<file path="src/hdl/lph_pkg.sv">
package lph_pkg;

  localparam int KEY_W   = 32;
  localparam int VAL_W   = 32;
  localparam int STAT_W  = 3;
  localparam int SLOT_W  = 10;
  localparam int COUNT_W = 11;

  localparam int MAX_SLOTS_LOG2 = 10;
  localparam int MIN_SLOTS      = 16;

  localparam logic [1:0] OP_PUT    = 2'd0;
  localparam logic [1:0] OP_GET    = 2'd1;
  localparam logic [1:0] OP_REMOVE = 2'd2;
  localparam logic [1:0] OP_CLEAR  = 2'd3;

  localparam logic [2:0] ST_GOT       = 3'd0;
  localparam logic [2:0] ST_INSERTED  = 3'd1;
  localparam logic [2:0] ST_UPDATED   = 3'd2;
  localparam logic [2:0] ST_REMOVED   = 3'd3;
  localparam logic [2:0] ST_NOT_FOUND = 3'd4;
  localparam logic [2:0] ST_FULL      = 3'd5;
  localparam logic [2:0] ST_CLEARED   = 3'd6;

  localparam logic [1:0] SLOT_EMPTY = 2'd0;
  localparam logic [1:0] SLOT_USED  = 2'd1;
  localparam logic [1:0] SLOT_TOMB  = 2'd2;

  localparam logic [31:0] FNV_BASIS = 32'd2166136261;
  localparam logic [31:0] FNV_PRIME = 32'd16777619;
  localparam logic [31:0] KNUTH_MUL = 32'd2654435761;

  localparam logic REG_CAP  = 1'b0;
  localparam logic REG_HASH = 1'b1;

  typedef struct packed {
    logic [2:0]  status;
    logic        hit;
    logic [31:0] rdata;
    logic [9:0]  slot_index;
    logic [10:0] entry_count;
  } lph_result_t;

endpackage

</file>
<file path="src/hdl/lph_hash.sv">
// Multi-cycle hash: Knuth takes one multiply, FNV-1a one byte per cycle.
module lph_hash import lph_pkg::*; (
  input  logic        clk,
  input  logic        rst_n,
  input  logic        start,
  input  logic        mode,
  input  logic [31:0] key,
  output logic        done,
  output logic [31:0] hash
);

  logic [31:0] h_r, h_nxt;
  logic [2:0]  cnt_r, cnt_nxt;
  logic        busy_r, busy_nxt;
  logic        done_r, done_nxt;
  logic        mode_r;
  logic [31:0] key_r;
  logic [7:0]  byte_sel;

  always_comb begin
    byte_sel = key_r[8*cnt_r[1:0] +: 8];
    h_nxt    = h_r;
    cnt_nxt  = cnt_r;
    busy_nxt = busy_r;
    done_nxt = 1'b0;
    if (start) begin
      busy_nxt = 1'b1;
      cnt_nxt  = 3'd0;
      h_nxt    = FNV_BASIS;
    end else if (busy_r) begin
      if (!mode_r) begin
        h_nxt    = key_r * KNUTH_MUL;
        busy_nxt = 1'b0;
        done_nxt = 1'b1;
      end else begin
        h_nxt   = (h_r ^ {24'd0, byte_sel}) * FNV_PRIME;
        cnt_nxt = cnt_r + 3'd1;
        if (cnt_r == 3'd3) begin
          busy_nxt = 1'b0;
          done_nxt = 1'b1;
        end
      end
    end
  end

  always_ff @(posedge clk) begin
    if (!rst_n) begin
      busy_r <= 1'b0;
      done_r <= 1'b0;
      cnt_r  <= 3'd0;
    end else begin
      busy_r <= busy_nxt;
      done_r <= done_nxt;
      cnt_r  <= cnt_nxt;
    end
    h_r <= h_nxt;
    if (start) begin
      key_r  <= key;
      mode_r <= mode;
    end
  end

  assign done = done_r;
  assign hash = h_r;

endmodule

</file>
<file path="config.mk">
export PLATFORM = sky130hd
export DESIGN_NAME = lph_hash
export DESIGN_NICKNAME = d
export VERILOG_FILES = /design/src/hdl/lph_pkg.sv /design/src/hdl/lph_hash.sv
export SDC_FILE = /design/constraint.sdc
export NUM_CORES = 1
export LEC_CHECK = 0
export ABC_CLOCK_PERIOD_IN_PS = 6400
export BUFFER_PORTS_ARGS = -buffer_cell sky130_fd_sc_hd__buf_2
export CAP_MARGIN = 30
export CORE_MARGIN = 2
export CORE_UTILIZATION = 50
export CTS_CLUSTER_SIZE = 8
export DETAILED_ROUTE_END_ITERATION = 8
export GPL_ROUTABILITY_DRIVEN = 0
export PLACE_DENSITY_LB_ADDON = 0.1
export SYNTH_ARGS = -nofsm -noshare
export SYNTH_HDL_FRONTEND = slang
export SYNTH_SLANG_ARGS = --single-unit
</file>
<file path="constraint.sdc">
create_clock -name clk -period 6.4 [get_ports clk]
set_input_delay 1.28 -clock clk [delete_from_list [all_inputs] [get_ports clk]]
set_output_delay 1.28 -clock clk [all_outputs]
set_load 0.05 [all_outputs]
</file>
==> summary.txt, run 1 <==
final worst path period share: 1.004
Hold Crit Class: flip-flop to flip-flop
Post-Place Setup Slack: -0.1748 ns
die width: 190.9 microns
DRT Pass-1 Iters: 5
WL per Instance: 19.50 microns
status: finished, violations left
vias in the first global route: 13860
dpl hpwl: 41.05 mm
Fmax: 155.7 MHz
slew margin rel.: 0.4500
Multi-input gate area: 13920 sq um
Worst Hold End: cnt_r[2]
Synth Area in XOR/XNOR: 0.05167
crit-path max FO: 3
Yosys reg bits: 70
worst path buffer plus inverter count: 8
peak per-stage delay on the critical path: 0.53 ns
final global-route overflow total: 0
mux contribution to synthesized area: 0.01548
Worst EP required: 6.66 ns
crit start category: flip-flop
FF+latch area: 1733 sq um
share of cells above drive strength 1: 0.1679
post-synthesis compound-gate area fraction: 0.08033
DRT iter0 DRCs: 554
R2R depth: 25
total CTS buffers: 9
port bufs: 68
Synth Area in Adders: 0.5875
TritonCTS Sinks: 70
synth top area cells: fa_1 32%, ha_1 27%, inv_1 12%, edfxtp_1 5.7%, dfxtp_1 4.2%
CP endpoint kind: flip-flop
Post-DRT Antenna Nets: 0
hold path depth: 2
slowest CP cell: fa_1
clock buffer depth: 2
max cap viols: 0
final worst slack: -0.02293 ns
Chip Height: 190.9 microns
Skew-Pair Late Insertion Delay: 0.38 ns
Die ar.: 36430 sq um
clock slew at reported path FFs: 0.07 ns
Slew @ Worst Pin: 0.8250 ns
Final Skew: 0.01024 ns
I/O pin cnt: 69
Total Wirelength: 47.54 mm
Ys Warns: 0
min Tclk post-route: 6.423 ns
Std-Cell Rows: 68
ys async rst share: 0
RSZ-0062 raised after global routing: yes
failing checks: setup timing
largest net degree at the start of global routing: 57
first-pass GRT wire length: 76.53 mm
origin of the critical flop-to-flop path: key_r[4]
number of hold buffers added after cts: 0
max-slew violations: 0
Distinct cells, synth: 67
H-tree levels: 3
CTS root buf: clkbuf_16
most common flop cell mapped by yosys: dfxtp_1
Final Instance Area: 20090 sq um
reg-to-reg endpoint: hash[28]
Fin. Hold Viols: 0
kind of critical path: flip-flop to flip-flop
register area share after synthesis: 0.09918
Cell Area, Placed: 19250 sq um
Fillers: 3114
CP delay by family, top: adder cells
TritonCTS clock tree: done
Vias: 12451
syn_area_per_cell: 9.848 sq um
most frequent cells in the layout: 545 x inv_1, 366 x ha_1, 272 x fa_1, 144 x buf_4, 79 x xnor2_1
crit path DAT: 6.69 ns
endpoints failing setup: 2
initial antenna violation count: 1
Core ar.: 34460 sq um
Reg2Reg Setup Slack: -0.02 ns
via/cell ratio: 5.107
Synth Cell Area: 17460 sq um
largest area contributor in the netlist: fa_1
Final #Nets: 2667
leading cell type in the layout, fill and taps excluded: inv_1
starting density of the core: 0.5067
Post-Synthesis Cells: 1773
# DRC: 0
Crit path top cell by count: fa_1
antenna diode count: 0
Post-Synth Simple-Gate Area: 0.03963
number of flops mapped to enable cells by yosys: 33
largest family of logic cells by synthesized area: adder cells
syn nets: 2462
area growth from synthesis to layout: 15.08%
Hold Crit Start: cnt_r[2]
total global-route track usage: 0.2823
Yosys top cell area share: 0.3187
-- metal layers --
layer,routed length [microns],track usage
met3,1655,0.03423
met4,1732,0.1005
met5,8,0
met2,24110,0.5093
met1,20030,0.3456
-- timing repair --
item                                    4_1_cts  5_1_grt
pin swaps                                     4       32
resized for setup                            22       60
buffers inserted                              6       15
endpoints found under the setup margin       14       16
hold endpoints to repair                      0        0
gates cloned                                  0        0
-- through the flow --
step | setup TNS [ns] | hold slack [ns] | utilization | cells
after floorplan | 0 | 0.4781 | - | 1773
after global placement | -0.7833 | 0.4882 | 0.5586 | 2401
after detailed placement | -1.439 | 0.4951 | 0.5586 | 2401
after CTS | 0 | 0.5045 | 0.5718 | 2423
after global routing | -1.959 | 0.5230 | 0.5832 | 2438
final | -0.03030 | 0.5023 | 0.5832 | 2438
-- how the worst max path moves through the flow --
| stage | start | slack [ns] | to | cells past startpoint |
|---|---|---|---|---|
| final | key_r[4] | -0.02 | hash[28] | 25 |
| after global routing | key_r[7] | -0.26 | hash[25] | 24 |
| after CTS | key_r[4] | 0.003 | hash[28] | 26 |
| after detailed placement | key_r[11] | -0.17 | hash[31] | 22 |
| after global placement | key_r[1] | -0.12 | hash[31] | 21 |
| after floorplan | key_r[6] | 0.005 | hash[28] | 25 |
-- worst reg2reg max path, cell delays in order (launching register included) --
cell and delay [ns]:
edfxtp_1 0.36, inv_2 0.06, fa_1 0.52, inv_1 0.05, fa_2 0.35, fa_1 0.49
inv_1 0.05, fa_1 0.47, inv_1 0.05, fa_1 0.51, inv_2 0.04, fa_1 0.53
inv_1 0.05, fa_1 0.49, inv_2 0.04, fa_1 0.49, inv_2 0.05, ha_4 0.26
and3_4 0.17, and2_4 0.15, o2111ai_4 0.12, a211oi_2 0.35, o21ai_2 0.13, a21oi_2 0.15
nor3b_1 0.06, o41a_1 0.32
-- flip-flops by register name, indices dropped and copies added (netlist names) --
register	count
busy_r	1
key_r	32
cnt_r	3
hash	32
done	1
mode_r	1
-- kinds of logic (layout without fill, tap and decap cells) --
group	after synthesis	count (layout)
adders and majority gates	653	653
buffers and inverters	583	793
AOI/OAI and AO/OA	202	202
and+or+nand+nor	145	145
xor gates and xnor gates	103	103
DFF	70	70
muxes	17	17
-- cell type report --
class	count	share of cell area
clock inverters	4	0.001183
clock buffers	12	0.01438
repair buffers	214	0.07204
multi-input cells	1120	0.6925
flip-flops and latches	70	0.08624
inverters	563	0.1053
well taps	455	0.02833
-- cells in the mapped netlist (9+ instances only) --
cell type,number
inv_1,562
xnor2_1,81
a211oi_1,21
mux2i_1,9
edfxtp_1,33
o21ai_0,34
a21o_1,11
fa_1,278
xor2_1,22
clkbuf_1,12
nor2_1,45
o21bai_1,10
dfxtp_1,37
nor3_1,16
ha_1,375
a21oi_1,56
nand2_1,42
Power of run 1 is left out: the tool's default activity adds up to more than one toggle a clock period on the data nets, which glitch-free logic cannot reach.
==> run 2, diff against run 1 <==
Settings changed: CORE_UTILIZATION 50 to 40.
==> run 2 against run 1 <==
  * The run still ends with setup timing left
  * Setup slack improved by 0.017 ns
  * Cell area increased by 2.0%
  * Highest routed layer unchanged
  * Global-route usage decreased by 5.3 points
  * Maximum frequency increased by 0.27%
  * Critical endpoint unchanged
  * Die area increased by 24%
  * Routed wire length increased by 2.4%
  * Non-clock buffer count increased by 11
  * Worst hold slack got worse by 0.0046 ns
  * Register-to-register slack improved by 0.02 ns
==> summary.txt, run 2 (same netlist as run 1, synthesis figures left out) <==
status: finished, violations left
failing checks: setup timing
Chip Height: 212.9 microns
area growth from synthesis to layout: 17.44%
H-tree levels: 3
Final Skew: 0.005761 ns
Reg2Reg Setup Slack: -0.006 ns
Skew-Pair Late Insertion Delay: 0.38 ns
slew margin rel.: 0.4806
Multi-input gate area: 13980 sq um
via/cell ratio: 4.769
Core ar.: 43080 sq um
Fmax: 156.1 MHz
Post-DRT Antenna Nets: 0
Worst Hold End: cnt_r[2]
Slew @ Worst Pin: 0.7791 ns
Fin. Hold Viols: 0
Cell Area, Placed: 19590 sq um
Final Instance Area: 20510 sq um
origin of the critical flop-to-flop path: key_r[10]
min Tclk post-route: 6.406 ns
CTS root buf: clkbuf_16
max cap viols: 0
Post-Place Setup Slack: -0.1433 ns
Final #Nets: 2678
I/O pin cnt: 69
first-pass GRT wire length: 75.88 mm
R2R depth: 21
clock buffer depth: 2
share of cells above drive strength 1: 0.1720
TritonCTS Sinks: 70
dpl hpwl: 42.45 mm
Vias: 12303
most frequent cells in the layout: 549 x inv_1, 365 x ha_1, 271 x fa_1, 150 x buf_4, 80 x xnor2_1
# DRC: 0
endpoints failing setup: 1
Hold Crit Start: cnt_r[2]
Worst EP required: 6.66 ns
CP endpoint kind: flip-flop
starting density of the core: 0.4053
post-layout util: 0.4760
leading cell type in the layout, fill and taps excluded: inv_1
die width: 212.9 microns
WL per Instance: 18.87 microns
port bufs: 68
kind of critical path: flip-flop to flip-flop
total CTS buffers: 9
# placed instances: 2550
initial antenna violation count: 2
Cell Count, Final, Fillers Out: 2580
Std-Cell Rows: 76
reg-to-reg endpoint: hash[28]
Total Wirelength: 48.67 mm
RSZ-0062 raised after global routing: yes
final worst slack: -0.005910 ns
crit path DAT: 6.67 ns
final worst path period share: 1.001
crit-path max FO: 4
Die ar.: 45340 sq um
total global-route track usage: 0.2288
largest net degree at the start of global routing: 57
vias in the first global route: 13358
Fillers: 4160
clock slew at reported path FFs: 0.06 ns
FF+latch area: 1733 sq um
TritonCTS clock tree: done
hold path depth: 2
Hold Crit Class: flip-flop to flip-flop
final global-route overflow total: 0
crit start category: flip-flop
DRT iter0 DRCs: 417
DRT Pass-1 Iters: 5
max-slew violations: 0
==> run 2: cell type report <==
| type | instances | area share |
|---|---|---|
| inverter | 563 | 0.1032 |
| clock buffer | 9 | 0.01098 |
| tap | 585 | 0.03569 |
| clock inverter | 7 | 0.006651 |
| multi-input combinational | 1120 | 0.6820 |
| antenna | 1 | 0.0001220 |
| timing repair buffer | 225 | 0.07682 |
| sequential | 70 | 0.08451 |
==> run 2: how the worst max path moves through the flow <==
stage	slack, ns	endpoint	cells after the start	startpoint
detailed placement	-0.14	hash[28]	25	key_r[4]
floorplan	0.005	hash[28]	25	key_r[6]
CTS	-0.02	hash[28]	25	key_r[4]
global route	-0.26	hash[25]	25	key_r[6]
finish	-0.006	hash[28]	21	key_r[10]
global placement	-0.13	hash[28]	25	key_r[4]
==> run 2: repair_timing <==
item | CTS | global route
gates resized for setup | 15 | 70
hold buffers | 0 | 0
pin swaps | 4 | 23
setup endpoints to repair | 12 | 16
setup buffers | 1 | 12
==> run 2: metrics by stage <==
stage	TNS (ns)	hold slack (ns)
global placement	-0.4947	0.4880
CTS	-0.01826	0.4999
global route	-2.442	0.5360
floorplan	0	0.4781
detailed placement	-0.6741	0.4909
finish	-0.005910	0.4977
==> run 2: critical path, stage by stage, from the launching register on <==
cell and delay (ns):
edfxtp_1 0.36, inv_2 0.08, fa_1 0.57, fa_2 0.48, fa_1 0.59, inv_1 0.06, fa_1 0.42, fa_1 0.47
fa_1 0.50, fa_1 0.49, inv_1 0.05, fa_1 0.47, inv_1 0.04, ha_1 0.28, buf_4 0.15, and3_1 0.21
a31oi_1 0.17, nand2_1 0.10, o21ai_2 0.20, a21oi_2 0.08, nor3b_1 0.14, o41a_1 0.38
==> run 2: routing by layer <==
| metal | global-route usage | wire length (microns) | vias to the layer above |
|---|---|---|---|
| li1 | - | - | 5990 |
| met1 | 0.2764 | 20780 | 6066 |
| met2 | 0.4073 | 24410 | 170 |
| met3 | 0.03971 | 1525 | 75 |
| met4 | 0.08295 | 1949 | 2 |
| met5 | 0 | 13 | - |
Power of run 2 is left out for the same reason.
==> run 3, diff against run 2 <==
Settings changed: PLACE_DENSITY from default to 0.61, PLACE_DENSITY_LB_ADDON 0.1 to default.
==> run 3 against run 2 <==
  * The run still ends with setup timing left
  * Die area is the same
  * Final cell count shrank 1.6%
  * Sequential share of layout area grew 0.25 points
  * Critical path depth grew 4
  * Clock skew grew 0.010 ns
  * Non-clock buffer count shrank 40
  * Maximum frequency shrank 1.6%
  * Flip-flop and latch count is the same
  * Count of clock-buffer cells in the layout grew 2
  * Cell area shrank 2.8%
  * First-iteration DRC count grew 35%
  * Largest cell class unchanged
==> summary.txt, run 3 (same netlist as run 1, synthesis figures left out) <==
status: finished, violations left
failing checks: setup timing
RSZ-0062 raised after global routing: yes
area growth from synthesis to layout: 14.13%
final worst slack: -0.1070 ns
Fillers: 4085
final global-route overflow total: 0
clock buffer depth: 2
clock slew at reported path FFs: 0.06 ns
Final #Nets: 2638
crit path DAT: 6.75 ns
Hold Crit Class: flip-flop to flip-flop
die width: 212.9 microns
# placed instances: 2515
most frequent cells in the layout: 547 x inv_1, 371 x ha_1, 272 x fa_1, 113 x buf_4, 79 x xnor2_1
kind of critical path: flip-flop to flip-flop
max cap viols: 0
antenna diode count: 0
I/O pin cnt: 69
CTS root buf: clkbuf_16
H-tree levels: 3
Post-Place Setup Slack: -0.2105 ns
dpl hpwl: 39.76 mm
first-pass GRT wire length: 73.55 mm
CP endpoint kind: flip-flop
DRT Pass-1 Iters: 4
R2R depth: 25
TritonCTS Sinks: 70
final worst path period share: 1.017
Final Skew: 0.01589 ns
crit-path max FO: 3
Post-DRT Antenna Nets: 0
first element of the critical path: key_r[4]
TritonCTS clock tree: done
slew margin rel.: 0.3922
crit start category: flip-flop
Chip Height: 212.9 microns
via/cell ratio: 4.882
Worst EP required: 6.65 ns
WL per Instance: 17.84 microns
max-slew violations: 0
starting density of the core: 0.4053
total global-route track usage: 0.2145
endpoints failing setup: 4
Cell Count, Final, Fillers Out: 2539
Skew-Pair Late Insertion Delay: 0.37 ns
Core ar.: 43080 sq um
Fmax: 153.7 MHz
Die ar.: 45340 sq um
min Tclk post-route: 6.507 ns
share of cells above drive strength 1: 0.1494
initial antenna violation count: 0
Fin. Hold Viols: 0
Slew @ Worst Pin: 0.9117 ns
CP endpoint: hash[28]
Vias: 12395
leading cell type in the layout, fill and taps excluded: inv_1
total CTS buffers: 9
hold_ws: 0.4982 ns
Reg2Reg Setup Slack: -0.11 ns
vias in the first global route: 13722
largest net degree at the start of global routing: 57
Total Wirelength: 45.29 mm
origin of the critical flop-to-flop path: key_r[4]
DRT iter0 DRCs: 565
port bufs: 68
reg-to-reg endpoint: hash[28]
# DRC: 0
Std-Cell Rows: 76
[run 3: changes by cell type in the layout (fill, tap and decap cells not counted), sizes merged]
cell | previous run | this run
buf | 225 | 185
bufinv | 4 | 0
inv | 561 | 564
clkbuf | 9 | 11
clkinv | 4 | 3
diode | 1 | 0
[run 3: through the flow]
step / utilization / cell area (sq um) / setup TNS (ns)
after global routing: 0.4626 / 19930 / -3.405
final: 0.4626 / 19930 / -0.2527
after floorplan: - / 17490 / 0
after CTS: 0.4565 / 19660 / -0.1146
after global placement: 0.4484 / 19310 / -0.2656
after detailed placement: 0.4484 / 19310 / -0.9927
[run 3: metal layers]
metal / GRT usage / wire (microns)
met4: 0.07306 / 1429
met3: 0.02412 / 1703
met1: 0.2756 / 20120
met2: 0.3748 / 22040
met5: 0 / 0
[run 3: final cells by class]
class / count / area, sq um / area share
tap: 585 / 732.0 / 0.03673
clock buffer: 11 / 254.0 / 0.01275
multi-input combinational: 1120 / 13810 / 0.6932
inverter: 563 / 2113 / 0.1060
sequential: 70 / 1733 / 0.08696
clock inverter: 5 / 30.03 / 0.001507
timing repair buffer: 185 / 1251 / 0.06279
[run 3: worst min-delay path by stage]
stage	from	end	slack, ns	depth (start not counted)
floorplan	cnt_r[2]	cnt_r[2]	0.48	2
global placement	cnt_r[2]	cnt_r[2]	0.49	2
detailed placement	cnt_r[2]	cnt_r[2]	0.49	2
CTS	cnt_r[2]	cnt_r[2]	0.50	2
global route	cnt_r[2]	cnt_r[2]	0.55	2
finish	cnt_r[2]	cnt_r[2]	0.50	2
[run 3: worst max-delay path: stages, from the launching register on]
cell,delay [ns]
edfxtp_1,0.37
inv_2,0.06
fa_1,0.56
inv_2,0.05
fa_2,0.33
fa_1,0.48
inv_1,0.05
fa_1,0.48
inv_1,0.06
fa_1,0.51
inv_2,0.04
fa_1,0.55
inv_2,0.04
fa_1,0.48
inv_1,0.05
fa_1,0.49
inv_2,0.05
ha_4,0.26
and3_4,0.20
and2_4,0.16
o2111ai_4,0.14
a211oi_4,0.34
o21ai_2,0.10
a21oi_2,0.16
nor3b_1,0.06
o41a_1,0.32
[run 3: what timing repair did]
| action | in CTS | in global routing |
|---|---|---|
| endpoints found under the setup margin | 11 | 16 |
| cloned | 0 | 0 |
| hold buffers | 0 | 0 |
| pin swaps | 8 | 23 |
| setup buffers | 0 | 8 |
| resized for setup | 18 | 48 |
Power of run 3 is left out for the same reason.
